## config.mk

```make
export PLATFORM = sky130hd
export DESIGN_NAME = spatial_hash_cell_key_enumerator_flat
export DESIGN_NICKNAME = d
export VERILOG_FILES = /design/src/rtl/core/shcke_pkg.sv /design/src/rtl/core/shcke_if.sv /design/src/rtl/core/shcke_div.sv /design/src/rtl/core/shcke_ctrl.sv /design/src/rtl/core/shcke_dp.sv /design/src/rtl/core/spatial_hash_cell_key_enumerator.sv /design/src/flat_wrapper.sv
export SDC_FILE = /design/constraint.sdc
export NUM_CORES = 2
export LEC_CHECK = 0
export BUFFER_PORTS_ARGS = -buffer_cell sky130_fd_sc_hd__buf_2
export CAP_MARGIN = 20
export CORE_MARGIN = 1.5
export CORE_UTILIZATION = 50
export DETAILED_ROUTE_END_ITERATION = 12
export PLACE_DENSITY = 0.75
export SETUP_SLACK_MARGIN = 0.1
export SLEW_MARGIN = 20
export SYNTH_ARGS = -nofsm -noshare
export SYNTH_HDL_FRONTEND = slang
export SYNTH_SLANG_ARGS = --single-unit
```

## constraint.sdc

```tcl
create_clock -name clk -period 17.25 [get_ports clk]
set_input_delay 1.725 -clock clk [delete_from_list [all_inputs] [get_ports clk]]
set_output_delay 1.725 -clock clk [all_outputs]
set_load 0.05 [all_outputs]
```

## src/rtl/core/shcke_pkg.sv

```systemverilog
// ----------------------------------------------------------------------------
// shcke_pkg: shared types and constants of the spatial hash cell key enumerator
// Holds field widths, hash primes, default parameters, the controller state
// type and the command/status structs between controller and datapath.
// ----------------------------------------------------------------------------
package shcke_pkg;

	// default parameter values
	localparam int MAX_SPAN_DEF   = 4;
	localparam int COORD_BITS_DEF = 32;

	// field widths
	localparam int CS_W    = 31;
	localparam int IDX_W   = 32;
	localparam int KEY_W   = 64;
	localparam int PRIME_W = 27;

	// cell pitch after reset: 10.0 in Q16.16
	localparam logic [CS_W-1:0] PITCH_RST = 31'd655360;

	// hash primes
	localparam logic [PRIME_W-1:0] PRIME_X = 27'd73856093;
	localparam logic [PRIME_W-1:0] PRIME_Y = 27'd19349663;
	localparam logic [PRIME_W-1:0] PRIME_Z = 27'd83492791;

	typedef enum logic [2:0] {
		ST_IDLE,
		ST_DIV,
		ST_RANGE,
		ST_MUL,
		ST_EMIT
	} state_t;

	typedef enum logic [1:0] {
		AX_X,
		AX_Y,
		AX_Z
	} axis_t;

	// controller to datapath
	typedef struct packed {
		logic  in_ready;
		logic  start;
		logic  range_ld;
		logic  mul_en;
		axis_t mul_axis;
		logic  step;
	} ctrl_cmd_t;

	// datapath to controller
	typedef struct packed {
		logic in_valid;
		logic div_busy;
		logic empty;
		logic out_free;
		logic last;
	} dp_stat_t;

endpackage

```

## src/rtl/core/shcke_if.sv

```systemverilog
// ----------------------------------------------------------------------------
// shcke_if: request channels of the cell key enumerator
// shcke_box_if carries one bounding box request, shcke_key_if one cell key.
// ----------------------------------------------------------------------------
interface shcke_box_if;
	logic              valid;
	logic              ready;
	logic signed [31:0] min_x;
	logic signed [31:0] min_y;
	logic signed [31:0] min_z;
	logic signed [31:0] max_x;
	logic signed [31:0] max_y;
	logic signed [31:0] max_z;

	modport source (output valid, min_x, min_y, min_z, max_x, max_y, max_z, input ready);
	modport sink (input valid, min_x, min_y, min_z, max_x, max_y, max_z, output ready);
endinterface

interface shcke_key_if;
	logic               valid;
	logic               ready;
	logic [63:0]        cell_key;
	logic signed [31:0] cell_x;
	logic signed [31:0] cell_y;
	logic signed [31:0] cell_z;
	logic               last_key;
	logic               span_clipped;

	modport source (output valid, cell_key, cell_x, cell_y, cell_z, last_key, span_clipped,
		input ready);
	modport sink (input valid, cell_key, cell_x, cell_y, cell_z, last_key, span_clipped,
		output ready);
endinterface

```

## src/rtl/core/shcke_div.sv

```systemverilog
// ----------------------------------------------------------------------------
// shcke_div: serial signed floor divider
// Divides a W-bit signed dividend by a positive 31-bit divisor, one quotient
// bit per cycle on the magnitude, and rounds the result toward minus infinity.
// ----------------------------------------------------------------------------
module shcke_div #(
	parameter int W = shcke_pkg::COORD_BITS_DEF
) (
	input  logic                        clk,
	input  logic                        arst_n,
	input  logic                        start,
	input  logic [W-1:0]                dividend,
	input  logic [shcke_pkg::CS_W-1:0]  divisor,
	output logic                        busy,
	output logic signed [W-1:0]         quot
);
	import shcke_pkg::*;

	localparam int CW = $clog2(W + 1);

	logic [CW-1:0]   cnt_q;
	logic [W-1:0]    mag_q;
	logic [CS_W-1:0] rem_q;
	logic [CS_W-1:0] dsr_q;
	logic            neg_q;
	logic [CS_W:0]   trial;
	logic            fits;
	logic [W-1:0]    mag_ld;

	// magnitude of the dividend
	assign mag_ld = dividend[W-1] ? (~dividend + 1'b1) : dividend;

	// one restoring step
	assign trial = {rem_q, mag_q[W-1]};
	assign fits  = (trial >= {1'b0, dsr_q});
	assign busy  = (cnt_q != '0);

	// count down the quotient bits
	always_ff @(posedge clk or negedge arst_n) begin
		if (!arst_n) begin
			cnt_q <= '0;
		end else if (start) begin
			cnt_q <= CW'(W);
		end else if (busy) begin
			cnt_q <= cnt_q - 1'b1;
		end
	end

	// shift quotient bits into the magnitude register
	always_ff @(posedge clk) begin
		if (start) begin
			neg_q <= dividend[W-1];
			mag_q <= mag_ld;
			rem_q <= '0;
			dsr_q <= divisor;
		end else if (busy) begin
			rem_q <= fits ? CS_W'(trial - {1'b0, dsr_q}) : trial[CS_W-1:0];
			mag_q <= {mag_q[W-2:0], fits};
		end
	end

	// negate, and step down once more on a nonzero remainder
	always_comb begin
		if (!neg_q) begin
			quot = mag_q;
		end else if (rem_q != '0) begin
			quot = ~mag_q;
		end else begin
			quot = ~mag_q + 1'b1;
		end
	end

endmodule

```

## src/rtl/core/shcke_ctrl.sv

```systemverilog
// ----------------------------------------------------------------------------
// shcke_ctrl: sequencer of the cell key enumerator
// Steps one box through divide, range check, base hash multiply and key
// emission, and issues the datapath commands for each phase.
// ----------------------------------------------------------------------------
module shcke_ctrl (
	input  logic                  clk,
	input  logic                  arst_n,
	input  shcke_pkg::dp_stat_t   stat,
	output shcke_pkg::ctrl_cmd_t  cmd
);
	import shcke_pkg::*;

	state_t state_q;
	state_t state_d;
	axis_t  mul_axis_q;

	// next state
	always_comb begin
		state_d = state_q;
		unique case (state_q)
			ST_IDLE: begin
				if (stat.in_valid) state_d = ST_DIV;
			end
			ST_DIV: begin
				if (!stat.div_busy) state_d = ST_RANGE;
			end
			ST_RANGE: begin
				state_d = stat.empty ? ST_IDLE : ST_MUL;
			end
			ST_MUL: begin
				if (mul_axis_q == AX_Z) state_d = ST_EMIT;
			end
			ST_EMIT: begin
				if (stat.out_free && stat.last) state_d = ST_IDLE;
			end
			default: begin
				state_d = ST_IDLE;
			end
		endcase
	end

	// commands
	always_comb begin
		cmd          = '0;
		cmd.mul_axis = mul_axis_q;
		unique case (state_q)
			ST_IDLE: begin
				cmd.in_ready = 1'b1;
				cmd.start    = stat.in_valid;
			end
			ST_RANGE: begin
				cmd.range_ld = 1'b1;
			end
			ST_MUL: begin
				cmd.mul_en = 1'b1;
			end
			ST_EMIT: begin
				cmd.step = stat.out_free;
			end
			default: begin
				cmd.in_ready = 1'b0;
			end
		endcase
	end

	// state register
	always_ff @(posedge clk or negedge arst_n) begin
		if (!arst_n) begin
			state_q <= ST_IDLE;
		end else begin
			state_q <= state_d;
		end
	end

	// advance the multiply axis, x then y then z
	always_ff @(posedge clk or negedge arst_n) begin
		if (!arst_n) begin
			mul_axis_q <= AX_X;
		end else if (state_q == ST_MUL) begin
			unique case (mul_axis_q)
				AX_X:    mul_axis_q <= AX_Y;
				AX_Y:    mul_axis_q <= AX_Z;
				default: mul_axis_q <= AX_X;
			endcase
		end
	end

	a_step_after_div: assert property (@(posedge clk) disable iff (!arst_n)
		cmd.step |-> !stat.div_busy)
		else $error("key emitted while dividers still busy");

	a_start_runs_div: assert property (@(posedge clk) disable iff (!arst_n)
		cmd.start |=> stat.div_busy)
		else $error("dividers not running after box request taken");

	a_one_phase: assert property (@(posedge clk) disable iff (!arst_n)
		$onehot0({cmd.start, cmd.range_ld, cmd.mul_en, cmd.step}))
		else $error("more than one datapath phase commanded");

endmodule

```

## src/rtl/core/shcke_dp.sv

```systemverilog
// ----------------------------------------------------------------------------
// shcke_dp: datapath of the cell key enumerator
// Holds the cell size register, six floor dividers, the range limits, the
// running cell indices and partial hashes, and the output register.
// ----------------------------------------------------------------------------
module shcke_dp #(
	parameter int MAX_SPAN   = shcke_pkg::MAX_SPAN_DEF,
	parameter int COORD_BITS = shcke_pkg::COORD_BITS_DEF
) (
	input  logic                       clk,
	input  logic                       arst_n,
	input  logic                       cfg_we,
	input  logic [shcke_pkg::CS_W-1:0] cfg_wdata,
	shcke_box_if.sink                  box_in,
	shcke_key_if.source                key_out,
	input  shcke_pkg::ctrl_cmd_t       cmd,
	output shcke_pkg::dp_stat_t        stat
);
	import shcke_pkg::*;

	localparam int LW = (MAX_SPAN > 1) ? $clog2(MAX_SPAN) : 1;
	localparam int PW = IDX_W + PRIME_W + 1;

	logic [CS_W-1:0]              pitch_q;
	logic [CS_W-1:0]              divisor;
	logic [COORD_BITS-1:0]        dvd [6];
	logic signed [COORD_BITS-1:0] quot [6];
	logic [5:0]                   busy;
	logic signed [IDX_W-1:0]      qs [6];
	logic [2:0]                   rev;
	logic [2:0]                   clip;
	logic [IDX_W:0]               span [3];
	logic [LW-1:0]                limv [3];
	logic [LW-1:0]                lim_q [3];
	logic                         clip_q;
	logic [LW-1:0]                cnt_q [3];
	logic signed [IDX_W-1:0]      cur_q [3];
	logic [2:0]                   at_lim;
	logic signed [IDX_W-1:0]      mul_a;
	logic signed [PRIME_W:0]      mul_b;
	logic signed [PW-1:0]         prod;
	logic [KEY_W-1:0]             prod64;
	logic [KEY_W-1:0]             hx_q;
	logic [KEY_W-1:0]             hy_q;
	logic [KEY_W-1:0]             hz_q;
	logic [KEY_W-1:0]             hyb_q;
	logic [KEY_W-1:0]             hzb_q;
	logic                         ov_q;
	logic                         last;

	// cell size register
	always_ff @(posedge clk or negedge arst_n) begin
		if (!arst_n) begin
			pitch_q <= PITCH_RST;
		end else if (cfg_we) begin
			pitch_q <= cfg_wdata;
		end
	end

	// treat a zero cell size as the smallest step
	assign divisor = (pitch_q == '0) ? CS_W'(1) : pitch_q;

	assign dvd[0] = box_in.min_x[COORD_BITS-1:0];
	assign dvd[1] = box_in.min_y[COORD_BITS-1:0];
	assign dvd[2] = box_in.min_z[COORD_BITS-1:0];
	assign dvd[3] = box_in.max_x[COORD_BITS-1:0];
	assign dvd[4] = box_in.max_y[COORD_BITS-1:0];
	assign dvd[5] = box_in.max_z[COORD_BITS-1:0];

	// six floor dividers, run side by side
	for (genvar g = 0; g < 6; g++) begin : g_div
		shcke_div #(.W(COORD_BITS)) u_div (
			.clk      (clk),
			.arst_n   (arst_n),
			.start    (cmd.start),
			.dividend (dvd[g]),
			.divisor  (divisor),
			.busy     (busy[g]),
			.quot     (quot[g])
		);
		assign qs[g] = IDX_W'(quot[g]);
	end

	// per axis: reversed range, span and clipped limit
	for (genvar a = 0; a < 3; a++) begin : g_axis
		assign rev[a]  = (qs[a+3] < qs[a]);
		assign span[a] = {qs[a+3][IDX_W-1], qs[a+3]} - {qs[a][IDX_W-1], qs[a]};
		assign clip[a] = (span[a] > (IDX_W+1)'(MAX_SPAN - 1));
		assign limv[a] = clip[a] ? LW'(MAX_SPAN - 1) : span[a][LW-1:0];
		assign at_lim[a] = (cnt_q[a] == lim_q[a]);
	end

	assign last = &at_lim;

	// base hash operands for the selected axis
	always_comb begin
		unique case (cmd.mul_axis)
			AX_X: begin
				mul_a = qs[0];
				mul_b = {1'b0, PRIME_X};
			end
			AX_Y: begin
				mul_a = qs[1];
				mul_b = {1'b0, PRIME_Y};
			end
			AX_Z: begin
				mul_a = qs[2];
				mul_b = {1'b0, PRIME_Z};
			end
			default: begin
				mul_a = '0;
				mul_b = '0;
			end
		endcase
	end

	assign prod   = mul_a * mul_b;
	assign prod64 = KEY_W'(prod);

	// latch limits, walk the cells and keep the partial hashes
	always_ff @(posedge clk) begin
		if (cmd.range_ld) begin
			for (int a = 0; a < 3; a++) begin
				lim_q[a] <= limv[a];
				cnt_q[a] <= '0;
				cur_q[a] <= qs[a];
			end
			clip_q <= |clip;
		end else if (cmd.mul_en) begin
			unique case (cmd.mul_axis)
				AX_X: begin
					hx_q <= prod64;
				end
				AX_Y: begin
					hy_q  <= prod64;
					hyb_q <= prod64;
				end
				AX_Z: begin
					hz_q  <= prod64;
					hzb_q <= prod64;
				end
				default: begin
					hx_q <= hx_q;
				end
			endcase
		end else if (cmd.step) begin
			if (!at_lim[2]) begin
				cnt_q[2] <= cnt_q[2] + 1'b1;
				cur_q[2] <= cur_q[2] + 1'b1;
				hz_q     <= hz_q + KEY_W'(PRIME_Z);
			end else begin
				cnt_q[2] <= '0;
				cur_q[2] <= qs[2];
				hz_q     <= hzb_q;
				if (!at_lim[1]) begin
					cnt_q[1] <= cnt_q[1] + 1'b1;
					cur_q[1] <= cur_q[1] + 1'b1;
					hy_q     <= hy_q + KEY_W'(PRIME_Y);
				end else begin
					cnt_q[1] <= '0;
					cur_q[1] <= qs[1];
					hy_q     <= hyb_q;
					cnt_q[0] <= cnt_q[0] + 1'b1;
					cur_q[0] <= cur_q[0] + 1'b1;
					hx_q     <= hx_q + KEY_W'(PRIME_X);
				end
			end
		end
	end

	// output register: valid flag
	always_ff @(posedge clk or negedge arst_n) begin
		if (!arst_n) begin
			ov_q <= 1'b0;
		end else if (cmd.step) begin
			ov_q <= 1'b1;
		end else if (key_out.ready) begin
			ov_q <= 1'b0;
		end
	end

	// output register: payload
	always_ff @(posedge clk) begin
		if (cmd.step) begin
			key_out.cell_key     <= hx_q ^ hy_q ^ hz_q;
			key_out.cell_x       <= cur_q[0];
			key_out.cell_y       <= cur_q[1];
			key_out.cell_z       <= cur_q[2];
			key_out.last_key     <= last;
			key_out.span_clipped <= clip_q;
		end
	end

	assign key_out.valid = ov_q;
	assign box_in.ready  = cmd.in_ready;

	// status to the controller
	assign stat.in_valid = box_in.valid;
	assign stat.div_busy = |busy;
	assign stat.empty    = |rev;
	assign stat.out_free = !ov_q || key_out.ready;
	assign stat.last     = last;

	a_last_shown: assert property (@(posedge clk) disable iff (!arst_n)
		(cmd.step && last) |=> (key_out.valid && key_out.last_key))
		else $error("final key of a box not flagged at the output");

endmodule

```

## src/rtl/core/spatial_hash_cell_key_enumerator.sv

```systemverilog
// ----------------------------------------------------------------------------
// spatial_hash_cell_key_enumerator: grid cell keys of a bounding box
// Floors a box's corners to cell indices and emits one hashed key per cell.
// ----------------------------------------------------------------------------
// Usage:
//   box_in takes one box request (signed Q16.16 min and max corners).
//   key_out returns one request per cell in the box, x outermost and z
//   innermost, with last_key set on the final one and span_clipped set on
//   every key of a box where an axis covered more than MAX_SPAN cells.
//   A box with a reversed range on any axis returns nothing.
//   The cell size is written through cfg_we/cfg_wdata while the block is idle.
// Timing:
//   Six floor dividers run in parallel, one quotient bit per cycle. A range
//   check and the shared base hash multiplier, used once per axis, follow;
//   then keys leave at one key per cycle while key_out is not stalled.
//   A box with no cells returns to idle after the range check.
// Reset and stall:
//   arst_n clears the sequencer and output valid and loads the cell size with
//   10.0. A stalled key_out holds the current key; enumeration waits on it.
//   The next box is taken once the final key sits in the output register.
// ----------------------------------------------------------------------------
module spatial_hash_cell_key_enumerator #(
	parameter int MAX_SPAN   = shcke_pkg::MAX_SPAN_DEF,
	parameter int COORD_BITS = shcke_pkg::COORD_BITS_DEF
) (
	input  logic                       clk,
	input  logic                       arst_n,
	input  logic                       cfg_we,
	input  logic [shcke_pkg::CS_W-1:0] cfg_wdata,
	shcke_box_if.sink                  box_in,
	shcke_key_if.source                key_out
);
	import shcke_pkg::*;

	ctrl_cmd_t cmd;
	dp_stat_t  stat;

	// sequencer
	shcke_ctrl u_ctrl (
		.clk    (clk),
		.arst_n (arst_n),
		.stat   (stat),
		.cmd    (cmd)
	);

	// datapath
	shcke_dp #(
		.MAX_SPAN   (MAX_SPAN),
		.COORD_BITS (COORD_BITS)
	) u_dp (
		.clk       (clk),
		.arst_n    (arst_n),
		.cfg_we    (cfg_we),
		.cfg_wdata (cfg_wdata),
		.box_in    (box_in),
		.key_out   (key_out),
		.cmd       (cmd),
		.stat      (stat)
	);

endmodule
```

## src/flat_wrapper.sv

```systemverilog
// flat-port wrapper written by rule: the top's interface ports become plain ports
module spatial_hash_cell_key_enumerator_flat import shcke_pkg::*;
#(
	parameter int MAX_SPAN   = shcke_pkg::MAX_SPAN_DEF,
	parameter int COORD_BITS = shcke_pkg::COORD_BITS_DEF
)
  (clk, arst_n, cfg_we, cfg_wdata, box_in_valid, box_in_min_x, box_in_min_y, box_in_min_z, box_in_max_x, box_in_max_y, box_in_max_z, box_in_ready, key_out_valid, key_out_cell_key, key_out_cell_x, key_out_cell_y, key_out_cell_z, key_out_last_key, key_out_span_clipped, key_out_ready);
  shcke_box_if box_in_i ();
  shcke_key_if key_out_i ();
  input  logic clk;
  input  logic arst_n;
  input  logic cfg_we;
  input  logic [shcke_pkg::CS_W-1:0] cfg_wdata;
  input wire logic [$bits(box_in_i.valid)-1:0] box_in_valid;
  input wire logic [$bits(box_in_i.min_x)-1:0] box_in_min_x;
  input wire logic [$bits(box_in_i.min_y)-1:0] box_in_min_y;
  input wire logic [$bits(box_in_i.min_z)-1:0] box_in_min_z;
  input wire logic [$bits(box_in_i.max_x)-1:0] box_in_max_x;
  input wire logic [$bits(box_in_i.max_y)-1:0] box_in_max_y;
  input wire logic [$bits(box_in_i.max_z)-1:0] box_in_max_z;
  output wire logic [$bits(box_in_i.ready)-1:0] box_in_ready;
  output wire logic [$bits(key_out_i.valid)-1:0] key_out_valid;
  output wire logic [$bits(key_out_i.cell_key)-1:0] key_out_cell_key;
  output wire logic [$bits(key_out_i.cell_x)-1:0] key_out_cell_x;
  output wire logic [$bits(key_out_i.cell_y)-1:0] key_out_cell_y;
  output wire logic [$bits(key_out_i.cell_z)-1:0] key_out_cell_z;
  output wire logic [$bits(key_out_i.last_key)-1:0] key_out_last_key;
  output wire logic [$bits(key_out_i.span_clipped)-1:0] key_out_span_clipped;
  input wire logic [$bits(key_out_i.ready)-1:0] key_out_ready;
  assign box_in_i.valid = box_in_valid;
  assign box_in_i.min_x = box_in_min_x;
  assign box_in_i.min_y = box_in_min_y;
  assign box_in_i.min_z = box_in_min_z;
  assign box_in_i.max_x = box_in_max_x;
  assign box_in_i.max_y = box_in_max_y;
  assign box_in_i.max_z = box_in_max_z;
  assign box_in_ready = box_in_i.ready;
  assign key_out_valid = key_out_i.valid;
  assign key_out_cell_key = key_out_i.cell_key;
  assign key_out_cell_x = key_out_i.cell_x;
  assign key_out_cell_y = key_out_i.cell_y;
  assign key_out_cell_z = key_out_i.cell_z;
  assign key_out_last_key = key_out_i.last_key;
  assign key_out_span_clipped = key_out_i.span_clipped;
  assign key_out_i.ready = key_out_ready;
  spatial_hash_cell_key_enumerator #(.MAX_SPAN(MAX_SPAN), .COORD_BITS(COORD_BITS)) u_core (.clk(clk), .arst_n(arst_n), .cfg_we(cfg_we), .cfg_wdata(cfg_wdata), .box_in(box_in_i), .key_out(key_out_i));
endmodule
```

==> flow_metrics.tcl <==
set metrics [dict create \
    outcome "complete, no violations" \
    die_w_um 445 \
    path_max_fanout 16 \
    worst_path_most_repeated_cell "fa_1" \
    synth_cell_types 95 \
    place_hpwl_mm 245 \
    max_slew_margin_pct 13.0 \
    cts.clk_slew.worst_paths_ps 60 \
    synth_nets 11896 \
    area_growth_pct 9.03 \
    die-height_um 445 \
    rsz0062_at_grt "false" \
    cap_violations 0 \
    holdPathEnd "u_core.u_dp.key_out.cell_x[30]$_DFFE_PP_" \
    stdcell_area_um2 106000 \
    syn_area_um2 97600 \
    cp_slowest_cell "fa_1" \
    post-synth-top-area-cell "edfxtp_1" \
    clock_latency_ps 830 \
    hold_viol_final 0 \
    post_cts_resized 0 \
    drtPass1Iterations 6 \
    grt_usage_pct 31.3 \
    place_area_um2 102000 \
    start_util_pct 50.5 \
    drv_slew 0 \
    final.setup.tns_ps 0 \
    r2r-end "u_core.u_dp.hz_q[60]$_DFFE_PP_" \
    yosysTopAreaCellShare_pct 25.0 \
    clk_path_buf_depth 3 \
    num_vias 79859 \
    finalCritPeriodShare_pct 74.1 \
    grt_max_degree 208 \
    critPathRequiredTime_ps 17770 \
    worstReg2RegStart "u_core.u_dp.g_div[1].u_div.mag_q[11]$_DFFE_PP_" \
    syn_inst 10326 \
    min_period_ps 12780 \
    path_delay_family "adder cells" \
    rows 161 \
    io_buffers 391 \
    setup_viol 0 \
    fmax_ghz 0.0782 \
    grt_pass1_wl_mm 472 \
    drt-vias-per-instance 6.05 \
    drive_gt1_share_pct 7.98 \
    wl_per_cell_um 23.8 \
    ys_ff_latch 1071 \
    synth_area_leaders "edfxtp_1 25%, fa_1 18%, ha_1 6.2%" \
    hold_path_class "flop to flop" \
    postCtsHoldBufs 0 \
    min-delay-start "u_core.u_dp.cur_q[0][30]$_DFFE_PP_" \
    whs_ps 459 \
    io-pin-count 392 \
    gp_congestion 1.00 \
    antenna_found_initial 48 \
    dp_slack_ps 4470 \
    grt_pass1_vias 78377 \
    startpoint_type "flop" \
    ys_async_sr_fraction_pct 6.82 \
    cts_setup_buffers 0 \
    yosysWarnings 0 \
    synth_area_per_cell_um2 9.45 \
    holdPathStages 0 \
    end_kind "flop" \
    synth_edf_count 812 \
    fin_nets 12129 \
    root_buffer "clkbuf_16" \
    wl_mm 314 \
    cts_tree "yes" \
    drc_errors 0 \
    die_area_um2 198000 \
    reg2regPathDepth 32 \
    yosysSeqAreaShare_pct 30.7 \
    slowest_delay_ps 1240 \
    drt-initial-drc-count 8264 \
    layout_setup_ws_ps 4470 \
    cts_inserted_buffers 118 \
    critPathBufInv 4 \
    clock_skew_ps 83.0 \
    worst_pin_slew_ps 1300 \
    worstSetupPathType "flop to flop" \
    critPathArrivalTime_ps 13300 \
    r2r_slack_ps 4470 \
    ant_nets 0 \
    coreArea_um2 193000 \
    grt_overflow 0 \
    cts.sinks 1071 \
    htree_levels 3 \
    synthFlopType "edfxtp_1" \
]
## flip-flops by register name, summed over array words and instances, names as in the netlist, 2 cells and up
name,count
u_core.u_dp.hzb_q,60
u_core.u_dp.g_div.u_div.mag_q,192
u_core.u_dp.cnt_q,6
u_core.u_dp.hyb_q,60
u_core.u_ctrl.mul_axis_q,2
u_core.u_dp.lim_q,6
u_core.u_dp.hy_q,64
u_core.u_dp.g_div.u_div.cnt_q,36
u_core.u_dp.key_out.cell_z,32
u_core.u_dp.g_div.u_div.neg_q,6
u_core.u_dp.hx_q,64
u_core.u_dp.g_div.u_div.dsr_q,31
u_core.u_ctrl.state_q,3
u_core.u_dp.key_out.cell_y,32
u_core.u_dp.key_out.cell_x,32
u_core.u_dp.hz_q,64
u_core.u_dp.pitch_q,31
u_core.u_dp.key_out.cell_key,64
u_core.u_dp.cur_q,96
u_core.u_dp.g_div.u_div.rem_q,186
## cells by family (layout without fill, tap and decap cells)
group | after synthesis | count (layout) | synth area share, %
mux | 185 | 185 | 1.95
other cells | 0 | 23 | 0
buf+inv | 1591 | 1924 | 6.13
fa+ha+maj | 1342 | 1342 | 23.8
simple gates | 2790 | 2790 | 13.7
xor+xnor | 999 | 999 | 8.99
flops | 1071 | 1071 | 30.7
compound gates | 2348 | 2348 | 14.8
## synth_stat cells (all sizes together) (99+ instances only)
cell type and n:
inv 1203, nand2 924, fa 856, edfxtp 812, o21ai 800, nor2 673
a21oi 609, xnor2 573, ha 486, xor2 426, clkbuf 335, dfxtp 186
nand3 185, nor3 146, mux2i 145, o31ai 142, a21o 134, or3 121
and2 112, nor4 103, nand4 99
## layout by cell type, fill, tap and decap left out, types with 61 or more instances in the layout
master     count
fa_1         856
and2_1       110
dfxtp_1      186
ha_1         486
buf_2        390
or3_1        119
a21o_1       134
mux2i_1      145
nor4_1       102
inv_1       1195
o21a_1        75
nand2_1      917
nor3_1       145
dfrtp_1       71
clkbuf_16    118
and3_1        76
edfxtp_1     812
a31oi_1       69
nand3_1      185
nand4_1       99
a211oi_1      95
a21oi_1      607
o41ai_1       61
xor2_1       412
or4_1         76
nand2b_1      98
xnor2_1      565
o21ai_0      786
nor2_1       670
buf_4        109
o31ai_1      140
## layer usage
metal / GRT usage, % / up-vias / wire length, um
met3: 5.51 / 802 / 26900
met1: 40.1 / 38980 / 123000
met5: 0 / - / 153
met2: 49.7 / 3821 / 143000
met4: 18.2 / 26 / 20400
li1: - / 36230 / -
## layout make-up
class | count | area (um^2)
clock inverters | 80 | 863
inverters | 1204 | 4530
fillers | 16941 | 86800
repair buffers | 500 | 2790
diodes | 23 | 57.6
well taps | 2526 | 3160
flip-flops and latches | 1071 | 29900
clock buffers | 140 | 3070
multi-input cells | 7664 | 62000
## worst reg2reg max path: cells and delay by family (launching register included)
kind            cells  cell delay (ps)
buf+inv             4              770
xor+xnor            2              900
fa+ha+maj           8             5340
flops               1              470
compound gates     12             2560
simple gates        6             2430
## metrics by stage
step,util (%),cells
2_1_floorplan,-,10326
3_3_place_gp,53.0,12964
3_5_place_dp,53.0,12964
4_1_cts,55.0,13184
5_1_grt,55.1,13196
6_report,55.1,13208
## worst max-delay path by stage
stage | slack [ps] | from | cells after the start | endpoint
after floorplan | 5360 | u_core.u_dp.g_div[1].u_div.mag_q[11]$_DFFE_PP_ | 34 | u_core.u_dp.hy_q[59]$_DFFE_PP_
after global placement | 4770 | u_core.u_dp.g_div[1].u_div.mag_q[11]$_DFFE_PP_ | 32 | u_core.u_dp.hz_q[63]$_DFFE_PP_
after detailed placement | 4470 | u_core.u_dp.g_div[1].u_div.mag_q[11]$_DFFE_PP_ | 32 | u_core.u_dp.hz_q[60]$_DFFE_PP_
after CTS | 4440 | u_core.u_dp.g_div[1].u_div.mag_q[11]$_DFFE_PP_ | 32 | u_core.u_dp.hy_q[61]$_DFFE_PP_
after global routing | 3540 | u_core.u_dp.g_div[1].u_div.mag_q[11]$_DFFE_PP_ | 32 | u_core.u_dp.hy_q[63]$_DFFE_PP_
final | 4470 | u_core.u_dp.g_div[1].u_div.mag_q[11]$_DFFE_PP_ | 32 | u_core.u_dp.hz_q[60]$_DFFE_PP_
Power is left out: the tool's default activity adds up to more than one toggle a clock period on the data nets, which glitch-free logic cannot reach.
